--- src/dkrt_pkg.sv ---
`timescale 1ns / 1ps
`default_nettype none
// ----------------------------------------------------------------------------
// dkrt_pkg: shared types for the dual key record table
// Field widths, request and status codes, record layout, and the command and
// status bundles between the controller and the datapath.
// ----------------------------------------------------------------------------
package dkrt_pkg;

  localparam int unsigned ReqW   = 3;
  localparam int unsigned NumW   = 32;
  localparam int unsigned NameW  = 64;
  localparam int unsigned LenW   = 4;
  localparam int unsigned StatW  = 2;
  localparam int unsigned NameBytes = NameW / 8;

  // Number returned by a get by name that finds nothing.
  localparam logic signed [NumW-1:0] NoMatchNum = '1;

  typedef enum logic [ReqW-1:0] {
    REQ_ADD      = 3'd0,
    REQ_DEL_NUM  = 3'd1,
    REQ_DEL_NAME = 3'd2,
    REQ_GET_NUM  = 3'd3,
    REQ_GET_NAME = 3'd4
  } req_e;

  typedef enum logic [StatW-1:0] {
    ST_OK   = 2'd0,
    ST_FULL = 2'd1,
    ST_LONG = 2'd2,
    ST_MISS = 2'd3
  } status_e;

  // What goes into the found fields of a result.
  typedef enum logic [1:0] {
    KIND_NONE   = 2'd0,
    KIND_NAME   = 2'd1,
    KIND_NUM    = 2'd2,
    KIND_NO_NUM = 2'd3
  } res_kind_e;

  typedef struct packed {
    logic signed [NumW-1:0] num;
    logic [NameW-1:0]       name;
  } record_t;

  typedef struct packed {
    logic      load_req;
    logic      add_write;
    logic      rd_clear;
    logic      rd_issue;
    logic      sh_write;
    logic      cnt_dec;
    logic      res_set;
    status_e   res_status;
    res_kind_e res_kind;
    logic      out_load;
  } cmd_t;

  typedef struct packed {
    req_e req;
    logic too_long;
    logic full;
    logic more;
    logic hit;
    logic rd_vld;
    logic out_free;
  } sts_t;

endpackage
`default_nettype wire

--- src/dkrt_intf.sv ---
`timescale 1ns / 1ps
`default_nettype none
// ----------------------------------------------------------------------------
// dkrt request and response channels
// Valid/ready channels; an item moves when valid and ready are both high.
// ----------------------------------------------------------------------------
interface dkrt_req_if
  import dkrt_pkg::*;
();
  logic                   valid;
  logic                   ready;
  logic [ReqW-1:0]        req_type;
  logic signed [NumW-1:0] phone_number;
  logic [NameW-1:0]       name_chars;
  logic [LenW-1:0]        name_length;

  modport source (output valid, output req_type, output phone_number,
                  output name_chars, output name_length, input ready);
  modport sink   (input valid, input req_type, input phone_number,
                  input name_chars, input name_length, output ready);
endinterface

interface dkrt_rsp_if
  import dkrt_pkg::*;
#(
  parameter int unsigned CNT_W = 5
) ();
  logic                   valid;
  logic                   ready;
  logic [StatW-1:0]       status;
  logic signed [NumW-1:0] found_number;
  logic [NameW-1:0]       found_name;
  logic [CNT_W-1:0]       entry_count;

  modport source (output valid, output status, output found_number,
                  output found_name, output entry_count, input ready);
  modport sink   (input valid, input status, input found_number,
                  input found_name, input entry_count, output ready);
endinterface
`default_nettype wire

--- src/dkrt_datapath.sv ---
`timescale 1ns / 1ps
`default_nettype none
// ----------------------------------------------------------------------------
// dkrt_datapath: record memory, request and result registers
// Holds the record memory with one write and one registered read port, the
// walk pointers, the entry count, key compare and the output register.
// ----------------------------------------------------------------------------
module dkrt_datapath
  import dkrt_pkg::*;
#(
  parameter int unsigned TABLE_DEPTH    = 16,
  parameter int unsigned MAX_NAME_BYTES = 8,
  localparam int unsigned CntW = $clog2(TABLE_DEPTH + 1),
  localparam int unsigned IdxW = (TABLE_DEPTH > 1) ? $clog2(TABLE_DEPTH) : 1
) (
  input  logic                   clk_i,
  input  logic                   rst_ni,
  input  cmd_t                   cmd_i,
  output sts_t                   sts_o,
  input  logic [ReqW-1:0]        req_type_i,
  input  logic signed [NumW-1:0] phone_number_i,
  input  logic [NameW-1:0]       name_chars_i,
  input  logic [LenW-1:0]        name_length_i,
  input  logic                   rsp_ready_i,
  output logic                   rsp_valid_o,
  output status_e                status_o,
  output logic signed [NumW-1:0] found_number_o,
  output logic [NameW-1:0]       found_name_o,
  output logic [CntW-1:0]        entry_count_o
);

  record_t rec_mem [TABLE_DEPTH];

  req_e                   req_q;
  logic signed [NumW-1:0] num_q;
  logic [NameW-1:0]       key_q;
  logic                   long_q;

  logic [CntW-1:0] cnt_q;
  logic [CntW-1:0] rd_idx_q;
  logic            rd_vld_q;
  logic [IdxW-1:0] cmp_idx_q;
  record_t         rd_data_q;

  status_e                res_status_q;
  logic signed [NumW-1:0] res_num_q;
  logic [NameW-1:0]       res_name_q;

  logic                   out_valid_q;
  status_e                out_status_q;
  logic signed [NumW-1:0] out_num_q;
  logic [NameW-1:0]       out_name_q;
  logic [CntW-1:0]        out_cnt_q;

  logic             name_long;
  logic [NameW-1:0] name_key;
  logic             wr_en;
  logic [IdxW-1:0]  wr_addr;
  record_t          wr_data;
  logic             by_num;

  assign name_long = name_length_i > LenW'(MAX_NAME_BYTES);

  // Keep the leading bytes up to the length limit, stop at the first zero.
  always_comb begin : key_build
    logic          alive;
    logic [LenW-1:0] lim;
    lim      = name_long ? LenW'(MAX_NAME_BYTES) : name_length_i;
    name_key = '0;
    alive    = 1'b1;
    for (int i = 0; i < NameBytes; i++) begin
      alive = alive && (LenW'(i) < lim) && (name_chars_i[8*i +: 8] != 8'h00);
      if (alive) begin
        name_key[8*i +: 8] = name_chars_i[8*i +: 8];
      end
    end
  end

  // Single write port: append at the count, or move an entry down by one.
  assign wr_en   = cmd_i.add_write || cmd_i.sh_write;
  assign wr_addr = cmd_i.add_write ? cnt_q[IdxW-1:0] : IdxW'(cmp_idx_q - 1'b1);
  assign wr_data = cmd_i.add_write ? record_t'{num: num_q, name: key_q} : rd_data_q;

  always_ff @(posedge clk_i) begin
    if (wr_en) begin
      rec_mem[wr_addr] <= wr_data;
    end
    if (cmd_i.rd_issue) begin
      rd_data_q <= rec_mem[rd_idx_q[IdxW-1:0]];
    end
  end

  always_ff @(posedge clk_i or negedge rst_ni) begin
    if (!rst_ni) begin
      cnt_q       <= '0;
      rd_idx_q    <= '0;
      rd_vld_q    <= 1'b0;
      out_valid_q <= 1'b0;
    end else begin
      if (cmd_i.add_write) begin
        cnt_q <= CntW'(cnt_q + 1'b1);
      end else if (cmd_i.cnt_dec) begin
        cnt_q <= CntW'(cnt_q - 1'b1);
      end
      if (cmd_i.rd_clear) begin
        rd_idx_q <= '0;
      end else if (cmd_i.rd_issue) begin
        rd_idx_q <= CntW'(rd_idx_q + 1'b1);
      end
      rd_vld_q <= cmd_i.rd_issue;
      if (cmd_i.out_load) begin
        out_valid_q <= 1'b1;
      end else if (rsp_ready_i) begin
        out_valid_q <= 1'b0;
      end
    end
  end

  always_ff @(posedge clk_i) begin
    if (cmd_i.load_req) begin
      req_q  <= req_e'(req_type_i);
      num_q  <= phone_number_i;
      key_q  <= name_key;
      long_q <= name_long;
    end
    if (cmd_i.rd_issue) begin
      cmp_idx_q <= rd_idx_q[IdxW-1:0];
    end
    if (cmd_i.res_set) begin
      res_status_q <= cmd_i.res_status;
      unique case (cmd_i.res_kind)
        KIND_NAME: begin
          res_num_q  <= '0;
          res_name_q <= rd_data_q.name;
        end
        KIND_NUM: begin
          res_num_q  <= rd_data_q.num;
          res_name_q <= '0;
        end
        KIND_NO_NUM: begin
          res_num_q  <= NoMatchNum;
          res_name_q <= '0;
        end
        default: begin
          res_num_q  <= '0;
          res_name_q <= '0;
        end
      endcase
    end
    if (cmd_i.out_load) begin
      out_status_q <= res_status_q;
      out_num_q    <= res_num_q;
      out_name_q   <= res_name_q;
      out_cnt_q    <= cnt_q;
    end
  end

  assign by_num = (req_q == REQ_DEL_NUM) || (req_q == REQ_GET_NUM);

  assign sts_o.req      = req_q;
  assign sts_o.too_long = long_q;
  assign sts_o.full     = cnt_q == CntW'(TABLE_DEPTH);
  assign sts_o.more     = rd_idx_q < cnt_q;
  assign sts_o.hit      = rd_vld_q && (by_num ? (rd_data_q.num == num_q)
                                              : (rd_data_q.name == key_q));
  assign sts_o.rd_vld   = rd_vld_q;
  assign sts_o.out_free = !out_valid_q || rsp_ready_i;

  assign rsp_valid_o    = out_valid_q;
  assign status_o       = out_status_q;
  assign found_number_o = out_num_q;
  assign found_name_o   = out_name_q;
  assign entry_count_o  = out_cnt_q;

  a_add_bumps_count : assert property (@(posedge clk_i) disable iff (!rst_ni)
    cmd_i.add_write |=> cnt_q == CntW'($past(cnt_q) + 1'b1))
    else $error("count did not advance after append");

  a_shift_has_data : assert property (@(posedge clk_i) disable iff (!rst_ni)
    cmd_i.sh_write |-> rd_vld_q && (cmp_idx_q != '0))
    else $error("entry move without read data or below entry zero");

  a_no_result_overrun : assert property (@(posedge clk_i) disable iff (!rst_ni)
    cmd_i.out_load |-> (!out_valid_q || rsp_ready_i))
    else $error("result register overwritten before taken");

  a_dec_nonempty : assert property (@(posedge clk_i) disable iff (!rst_ni)
    cmd_i.cnt_dec |-> cnt_q != '0)
    else $error("delete from an empty table");

endmodule
`default_nettype wire

--- src/dkrt_ctrl.sv ---
`timescale 1ns / 1ps
`default_nettype none
// ----------------------------------------------------------------------------
// dkrt_ctrl: request sequencer
// Steps each request through dispatch, table walk, entry move and result.
// ----------------------------------------------------------------------------
module dkrt_ctrl
  import dkrt_pkg::*;
(
  input  logic clk_i,
  input  logic rst_ni,
  input  logic req_valid_i,
  output logic req_ready_o,
  input  sts_t sts_i,
  output cmd_t cmd_o
);

  typedef enum logic [2:0] {
    S_IDLE,
    S_DISPATCH,
    S_SCAN,
    S_SHIFT,
    S_FINISH
  } ctrl_state_e;

  ctrl_state_e state_q, state_d;
  res_kind_e   miss_kind;
  logic        is_get;

  assign req_ready_o = state_q == S_IDLE;
  assign miss_kind   = (sts_i.req == REQ_GET_NAME) ? KIND_NO_NUM : KIND_NONE;
  assign is_get      = (sts_i.req == REQ_GET_NUM) || (sts_i.req == REQ_GET_NAME);

  always_comb begin
    state_d = state_q;
    cmd_o   = '0;
    unique case (state_q)
      S_IDLE: begin
        if (req_valid_i) begin
          cmd_o.load_req = 1'b1;
          state_d        = S_DISPATCH;
        end
      end
      S_DISPATCH: begin
        cmd_o.res_set = 1'b1;
        state_d       = S_FINISH;
        unique case (sts_i.req)
          REQ_ADD: begin
            priority if (sts_i.full) begin
              cmd_o.res_status = ST_FULL;
            end else if (sts_i.too_long) begin
              cmd_o.res_status = ST_LONG;
            end else begin
              cmd_o.add_write = 1'b1;
            end
          end
          REQ_DEL_NUM, REQ_GET_NUM: begin
            cmd_o.res_set  = 1'b0;
            cmd_o.rd_clear = 1'b1;
            state_d        = S_SCAN;
          end
          REQ_DEL_NAME, REQ_GET_NAME: begin
            if (sts_i.too_long) begin
              cmd_o.res_status = ST_MISS;
              cmd_o.res_kind   = miss_kind;
            end else begin
              cmd_o.res_set  = 1'b0;
              cmd_o.rd_clear = 1'b1;
              state_d        = S_SCAN;
            end
          end
          default: begin
          end
        endcase
      end
      S_SCAN: begin
        priority if (sts_i.hit) begin
          cmd_o.res_set = 1'b1;
          if (is_get) begin
            cmd_o.res_kind = (sts_i.req == REQ_GET_NUM) ? KIND_NAME : KIND_NUM;
            state_d        = S_FINISH;
          end else begin
            cmd_o.rd_issue = sts_i.more;
            state_d        = S_SHIFT;
          end
        end else if (sts_i.more) begin
          cmd_o.rd_issue = 1'b1;
        end else begin
          cmd_o.res_set    = 1'b1;
          cmd_o.res_status = ST_MISS;
          cmd_o.res_kind   = miss_kind;
          state_d          = S_FINISH;
        end
      end
      S_SHIFT: begin
        if (sts_i.rd_vld) begin
          cmd_o.sh_write = 1'b1;
          cmd_o.rd_issue = sts_i.more;
        end else begin
          cmd_o.cnt_dec = 1'b1;
          state_d       = S_FINISH;
        end
      end
      S_FINISH: begin
        if (sts_i.out_free) begin
          cmd_o.out_load = 1'b1;
          state_d        = S_IDLE;
        end
      end
      default: begin
        state_d = S_IDLE;
      end
    endcase
  end

  always_ff @(posedge clk_i or negedge rst_ni) begin
    if (!rst_ni) begin
      state_q <= S_IDLE;
    end else begin
      state_q <= state_d;
    end
  end

  a_shift_on_delete : assert property (@(posedge clk_i) disable iff (!rst_ni)
    (state_q == S_SHIFT) |-> (sts_i.req == REQ_DEL_NUM || sts_i.req == REQ_DEL_NAME))
    else $error("entry move outside a delete");

  a_get_no_write : assert property (@(posedge clk_i) disable iff (!rst_ni)
    is_get && (state_q != S_IDLE) |-> !cmd_o.add_write && !cmd_o.sh_write && !cmd_o.cnt_dec)
    else $error("lookup changed the table");

  a_accept_leads_dispatch : assert property (@(posedge clk_i) disable iff (!rst_ni)
    req_valid_i && req_ready_o |=> state_q == S_DISPATCH)
    else $error("accepted item not dispatched");

endmodule
`default_nettype wire

--- src/dual_key_record_table.sv ---
`timescale 1ns / 1ps
`default_nettype none
// ----------------------------------------------------------------------------
// dual_key_record_table: unsorted record table with linear search
// Records of a signed number and a short name, kept in insertion order.
// ----------------------------------------------------------------------------
// One request is worked at a time and gives exactly one result. An add, an
// unknown request or a name lookup or delete whose length is over the limit
// goes from accept through dispatch and result back to accept. Lookups and
// deletes walk the stored entries through the single registered read port of
// the record memory, one entry per cycle; after the match of a delete every
// later entry is read and written one slot lower, one per cycle. The result
// sits in an output register, so a new request is taken as soon as the
// previous one has been parked there, even if the sink has not yet taken it.
// Records above the entry count are never read, so the memory needs no
// clearing after reset.
// ----------------------------------------------------------------------------
module dual_key_record_table
  import dkrt_pkg::*;
#(
  parameter int unsigned TABLE_DEPTH    = 16,
  parameter int unsigned MAX_NAME_BYTES = 8
) (
  input  logic       clk_i,
  input  logic       rst_ni,
  dkrt_req_if.sink   req_i,
  dkrt_rsp_if.source rsp_o
);

  localparam int unsigned CntW = $clog2(TABLE_DEPTH + 1);

  cmd_t                   cmd;
  sts_t                   sts;
  status_e                status;
  logic signed [NumW-1:0] found_number;
  logic [NameW-1:0]       found_name;
  logic [CntW-1:0]        entry_count;
  logic                   rsp_valid;

  // Sequencer: accepts an item in idle, then drives the datapath step by step.
  dkrt_ctrl u_ctrl (
    .clk_i       (clk_i),
    .rst_ni      (rst_ni),
    .req_valid_i (req_i.valid),
    .req_ready_o (req_i.ready),
    .sts_i       (sts),
    .cmd_o       (cmd)
  );

  // Memory, key compare, count and the output register.
  dkrt_datapath #(
    .TABLE_DEPTH    (TABLE_DEPTH),
    .MAX_NAME_BYTES (MAX_NAME_BYTES)
  ) u_datapath (
    .clk_i          (clk_i),
    .rst_ni         (rst_ni),
    .cmd_i          (cmd),
    .sts_o          (sts),
    .req_type_i     (req_i.req_type),
    .phone_number_i (req_i.phone_number),
    .name_chars_i   (req_i.name_chars),
    .name_length_i  (req_i.name_length),
    .rsp_ready_i    (rsp_o.ready),
    .rsp_valid_o    (rsp_valid),
    .status_o       (status),
    .found_number_o (found_number),
    .found_name_o   (found_name),
    .entry_count_o  (entry_count)
  );

  // Drive the response channel straight from the output register.
  assign rsp_o.valid        = rsp_valid;
  assign rsp_o.status       = status;
  assign rsp_o.found_number = found_number;
  assign rsp_o.found_name   = found_name;
  assign rsp_o.entry_count  = entry_count;

endmodule
`default_nettype wire

--- src/flat_wrapper.sv ---
// flat-port wrapper written by rule: the top's interface ports become plain ports
module dual_key_record_table_flat import dkrt_pkg::*;
#(
  parameter int unsigned TABLE_DEPTH    = 16,
  parameter int unsigned MAX_NAME_BYTES = 8
)
  (clk_i, rst_ni, req_i_valid, req_i_req_type, req_i_phone_number, req_i_name_chars, req_i_name_length, req_i_ready, rsp_o_valid, rsp_o_status, rsp_o_found_number, rsp_o_found_name, rsp_o_entry_count, rsp_o_ready);
  dkrt_req_if req_i_i ();
  dkrt_rsp_if #(.CNT_W(($clog2((16) + 1)))) rsp_o_i ();
  input  logic clk_i;
  input  logic rst_ni;
  input wire logic [$bits(req_i_i.valid)-1:0] req_i_valid;
  input wire logic [$bits(req_i_i.req_type)-1:0] req_i_req_type;
  input wire logic [$bits(req_i_i.phone_number)-1:0] req_i_phone_number;
  input wire logic [$bits(req_i_i.name_chars)-1:0] req_i_name_chars;
  input wire logic [$bits(req_i_i.name_length)-1:0] req_i_name_length;
  output wire logic [$bits(req_i_i.ready)-1:0] req_i_ready;
  output wire logic [$bits(rsp_o_i.valid)-1:0] rsp_o_valid;
  output wire logic [$bits(rsp_o_i.status)-1:0] rsp_o_status;
  output wire logic [$bits(rsp_o_i.found_number)-1:0] rsp_o_found_number;
  output wire logic [$bits(rsp_o_i.found_name)-1:0] rsp_o_found_name;
  output wire logic [$bits(rsp_o_i.entry_count)-1:0] rsp_o_entry_count;
  input wire logic [$bits(rsp_o_i.ready)-1:0] rsp_o_ready;
  assign req_i_i.valid = req_i_valid;
  assign req_i_i.req_type = req_i_req_type;
  assign req_i_i.phone_number = req_i_phone_number;
  assign req_i_i.name_chars = req_i_name_chars;
  assign req_i_i.name_length = req_i_name_length;
  assign req_i_ready = req_i_i.ready;
  assign rsp_o_valid = rsp_o_i.valid;
  assign rsp_o_status = rsp_o_i.status;
  assign rsp_o_found_number = rsp_o_i.found_number;
  assign rsp_o_found_name = rsp_o_i.found_name;
  assign rsp_o_entry_count = rsp_o_i.entry_count;
  assign rsp_o_i.ready = rsp_o_ready;
  dual_key_record_table #(.TABLE_DEPTH(TABLE_DEPTH), .MAX_NAME_BYTES(MAX_NAME_BYTES)) u_core (.clk_i(clk_i), .rst_ni(rst_ni), .req_i(req_i_i), .rsp_o(rsp_o_i));
endmodule
--- config.mk ---
export PLATFORM = sky130hd
export DESIGN_NAME = dual_key_record_table_flat
export DESIGN_NICKNAME = d
export VERILOG_FILES = /design/src/dkrt_pkg.sv /design/src/dkrt_intf.sv /design/src/dkrt_datapath.sv /design/src/dkrt_ctrl.sv /design/src/dual_key_record_table.sv /design/src/flat_wrapper.sv
export SDC_FILE = /design/constraint.sdc
export NUM_CORES = 2
export LEC_CHECK = 0
export BUFFER_PORTS_ARGS = -buffer_cell sky130_fd_sc_hd__buf_4
export CAP_MARGIN = 20
export CORE_MARGIN = 5
export CORE_UTILIZATION = 35
export DETAILED_ROUTE_END_ITERATION = 6
export HOLD_SLACK_MARGIN = 0.1
export PLACE_DENSITY_LB_ADDON = 0.15
export SLEW_MARGIN = 0
export SYNTH_ARGS = -nofsm -noshare
export SYNTH_HDL_FRONTEND = slang
export SYNTH_SLANG_ARGS = --single-unit
--- constraint.sdc ---
create_clock -name clk_i -period 17.6 [get_ports clk_i]
set_input_delay 0 -clock clk_i [delete_from_list [all_inputs] [get_ports clk_i]]
set_output_delay 0 -clock clk_i [all_outputs]
set_load 0.02 [all_outputs]
==> reports/metrics.csv <==
stage,metric,value,unit
pwr,p_leak,27.8,nW
clock_tree,cts_tree,done,
clock_tree,cts-root-buf,clkbuf_16,
clock_tree,clk_latency,0.87,ns
worst_setup_path,cpPeakStageDelay,0.91,ns
layout,final_cell_mix,"1937 x edfxtp_1, 480 x mux4_2, 317 x nand2_1, 270 x buf_4, 220 x dlygate4sd3_1",
layout,multi_input_area,0.0153,mm2
sta,clock.fmax,0.190,GHz
detailed_routing,viasPerCell,5.15,
sta,skew,0.0699,ns
worst_setup_path,crit_path_frequent_cell,buf_4,
global_routing,gr-usage-met2,0.314,
detailed_routing,antenna_left,0,
sta,fin_crit,5.27,ns
logic_synthesis,yosysTopAreaCell,edfxtp_1,
pwr,powerDensity,138,mW/mm2
worst_setup_path,endpoint_kind,flip-flop,
global_routing,grt_max_degree,97,
layout,nFillCells,18600,
logic_synthesis,syn-num-nets,3481,
placement,gp_congestion,0.781,
clock_tree,cts_hold_buf,220,
die,dieWidth,471,um
pwr,clkPwrFrac,0.349,
sta,grt_setup_unrepaired,false,
detailed_routing,post_drt_wl_per_cell,29.8,um
worst_setup_path,worst-r2r-setup-slack,12.33,ns
min_path,hp-start,req_i_name_chars[41],
run,maxCapViolCount,0,
worst_setup_path,cpLargestDelayFamily,buffers and inverters,
logic_synthesis,yosys.area.top_type_share,0.782,
global_routing,grt_util_met1,0.248,
worst_setup_path,crit_fanout,45,
layout,finalNetCount,4031,
clock_tree,clk_pin_slew_worst_paths,0.06,ns
placement,dp_hpwl,119000,um
worst_setup_path,start_kind,flip-flop,
die,start_util,0.351,
clock_tree,post_cts_buffers,0,
layout,final_util,0.417,
run_status,status,completed,
min_path,hold_depth,3,
detailed_routing,drt_iter0_drc,3333,
clock_tree,cts_sinks,1952,
pwr,combPwrFrac,0.176,
die,io_pins,212,
global_routing,use_met3,0.0282,
logic_synthesis,synth_edf_count,1937,
pwr,p_sw_frac,0.268,
global_routing,grt_overflow,0,
logic_synthesis,ys_async_sr_fraction,0.00768,
global_routing,busiest_layer,met2,
global_routing,antenna_found_initial,9,
worst_setup_path,crit_required,18.04,ns
detailed_routing,routed_wl,206000,um
die,fp-row-count,169,
clock_tree,cts_buffer_depth,3,
min_path,hold_end,u_core.u_datapath.key_q[41],
global_routing,grt_pass1_wl,291000,um
worst_setup_path,slowest_stage,buf_4,
die,die-area,0.222,mm2
logic_synthesis,yosys_register_bits,1952,
sta,slew_headroom,0.263,
logic_synthesis,avgSynthCellArea,22.1,um2
clock_tree,numCtsBuffers,205,
sta,setup_viol,0,
logic_synthesis,synthFlopType,edfxtp_1,
sta,maxSlewViolCount,0,
logic_synthesis,synthesis.area,0.0744,mm2
worst_setup_path,worstSetupPathType,reg2reg,
logic_synthesis,syn_inst,3364,
pwr,p_int,0.00892,W
layout,final_common_cell,edfxtp_1,
global_routing,gr-usage-all-layers,0.184,
die,die_h,471,um
sta,worstMarginPinSlew,1.11,ns
layout,synthToLayoutAreaGrowth,18.8,%
worst_setup_path,regToRegEndpoint,u_core.u_datapath.rec_mem[9][19],
worst_setup_path,reg2regPathDepth,11,
detailed_routing,num_vias,35600,
layout,drive_gt1_frac,0.261,
logic_synthesis,synth_warnings,0,
clock_tree,cts_resized,0,
sta,fin_crit_sh,0.300,
logic_synthesis,synth_cell_types,57,
logic_synthesis,synth-seq-area-share,0.787,
clock_tree,htreeDepth,4,
detailed_routing,first_pass_iters,6,
worst_setup_path,crit_cells,11,
worst_setup_path,critPathBufInv,5,
pwr,seqPwrFrac,0.476,
die,core,0.212,mm2
min_path,min_path_type,in2reg,
worst_setup_path,critPathArrivalTime,5.72,ns
logic_synthesis,yosys-top-cells-area,"edfxtp_1 78%, mux4_2 15%, nand2_1 1.6%",
worst_setup_path,path_cells,inv_1 > or3_1 > nor4_4 > buf_4 > inv_4 > nand2_1 > a21boi_1 > nand2_1 > nor2_4 > buf_4 > buf_4,
pwr,ir_drop,0.109,mV
layout,regArea,0.0586,mm2
sta,setup-tns-final,0,ns
global_routing,grt_pass1_vias,37900,
sta,hold_viol_final,0,
worst_setup_path,timing.rr.start,u_core.u_ctrl.state_q[0],
pwr,p_switching,0.00327,W
detailed_routing,drcViolationCount,0,
placement,port_buffers,211,
worst max-delay path by stage:
| stage | from | to | slack, ns |
|---|---|---|---|
| 6_report | u_core.u_ctrl.state_q[0] | u_core.u_datapath.rec_mem[9][19] | 12.33 |
| 5_1_grt | u_core.u_ctrl.state_q[0] | u_core.u_datapath.rec_mem[9][19] | 12.01 |
| 4_1_cts | u_core.u_datapath.key_q[47] | u_core.u_datapath.res_name_q[33] | 12.23 |
| 3_5_place_dp | u_core.u_ctrl.state_q[0] | u_core.u_datapath.rec_mem[9][42] | 12.28 |
| 3_3_place_gp | u_core.u_datapath.rd_data_q[47] | u_core.u_datapath.res_name_q[16] | 12.34 |
| 2_1_floorplan | u_core.u_ctrl.state_q[0] | u_core.u_datapath.rec_mem[12][0] | 11.17 |
cell type report:
cell class                      count  area share
Antenna cell                        3   0.0000849
Clock buffer                      268      0.0607
Clock inverter                    118      0.0141
Inverter                           14    0.000679
Multi-Input combinational cell   1247       0.173
Sequential cell                  1952       0.662
Tap cell                         2821      0.0399
Timing Repair Buffer              494      0.0487
state kept, by name (all words and copies together) (netlist names), 4 cells and up:
signal,flops
u_core.u_datapath.cmp_idx_q,4
u_core.u_datapath.cnt_q,5
u_core.u_datapath.entry_count_o,5
u_core.u_datapath.found_name_o,64
u_core.u_datapath.found_number_o,32
u_core.u_datapath.key_q,64
u_core.u_datapath.num_q,32
u_core.u_datapath.rd_data_q,96
u_core.u_datapath.rd_idx_q,5
u_core.u_datapath.rec_mem,1536
u_core.u_datapath.res_name_q,64
u_core.u_datapath.res_num_q,32
worst min-delay path, cell delays in order:
cell and delay (ns):
dlygate4sd3_1 0.53, buf_4 0.13, and2_1 0.19
logic make-up after synthesis:
logic type	after synthesis	synth area share
flops	1952	0.787
buf+inv	165	0.00926
fa+ha+maj	10	0.00178
compound gates	86	0.00857
xor+xnor	103	0.0121
mux	483	0.146
simple gates	565	0.0360
synth_stat cells (3+ instances only):
cell type	n
a21o_1	4
a21oi_1	15
and2_1	117
and3_1	16
buf_1	30
buf_2	6
buf_6	7
clkbuf_1	107
dfrtp_1	15
edfxtp_1	1937
ha_1	9
inv_1	13
mux2i_1	3
mux4_2	480
nand2_1	318
nand2b_1	4
nand3_1	7
nand4_1	18
nor2_1	38
nor3_1	9
nor4_1	22
o21a_1	33
o21ai_0	9
or3_1	3
xnor2_1	74
xor2_1	29
through the flow:
stage	power (W)	cells	cell area, um2	hold slack, ns	setup slack, ns
after floorplan	0.00721	3364	74400	-0.296	11.17
after detailed placement	0.00805	6308	79600	-0.104	12.28
after global placement	0.00804	6308	79600	-0.103	12.34
after global routing	0.0127	6915	88400	0.110	12.01
after CTS	0.0124	6914	88400	0.104	12.23
final	0.0122	6917	88400	0.142	12.33
metal layers:
metal | wire (um) | share of wire | vias up
li1 | - | - | 14900
met1 | 88000 | 0.43 | 19500
met2 | 104000 | 0.51 | 949
met3 | 9230 | 0.045 | 236
met4 | 4640 | 0.023 | 4
met5 | 27 | 0.00013 | -
power by group through the flow:
| stage | combinational, W | sequential, W | clock [W] |
|---|---|---|---|
| after detailed placement | 0.00215 | 0.00590 | 0 |
| final | 0.00214 | 0.00580 | 0.00425 |
| after global placement | 0.00215 | 0.00589 | 0 |
| after global routing | 0.00229 | 0.00581 | 0.00455 |
| after CTS | 0.00220 | 0.00580 | 0.00435 |
| after floorplan | 0.00136 | 0.00585 | 0 |
Power figures use the tool's default switching activity.
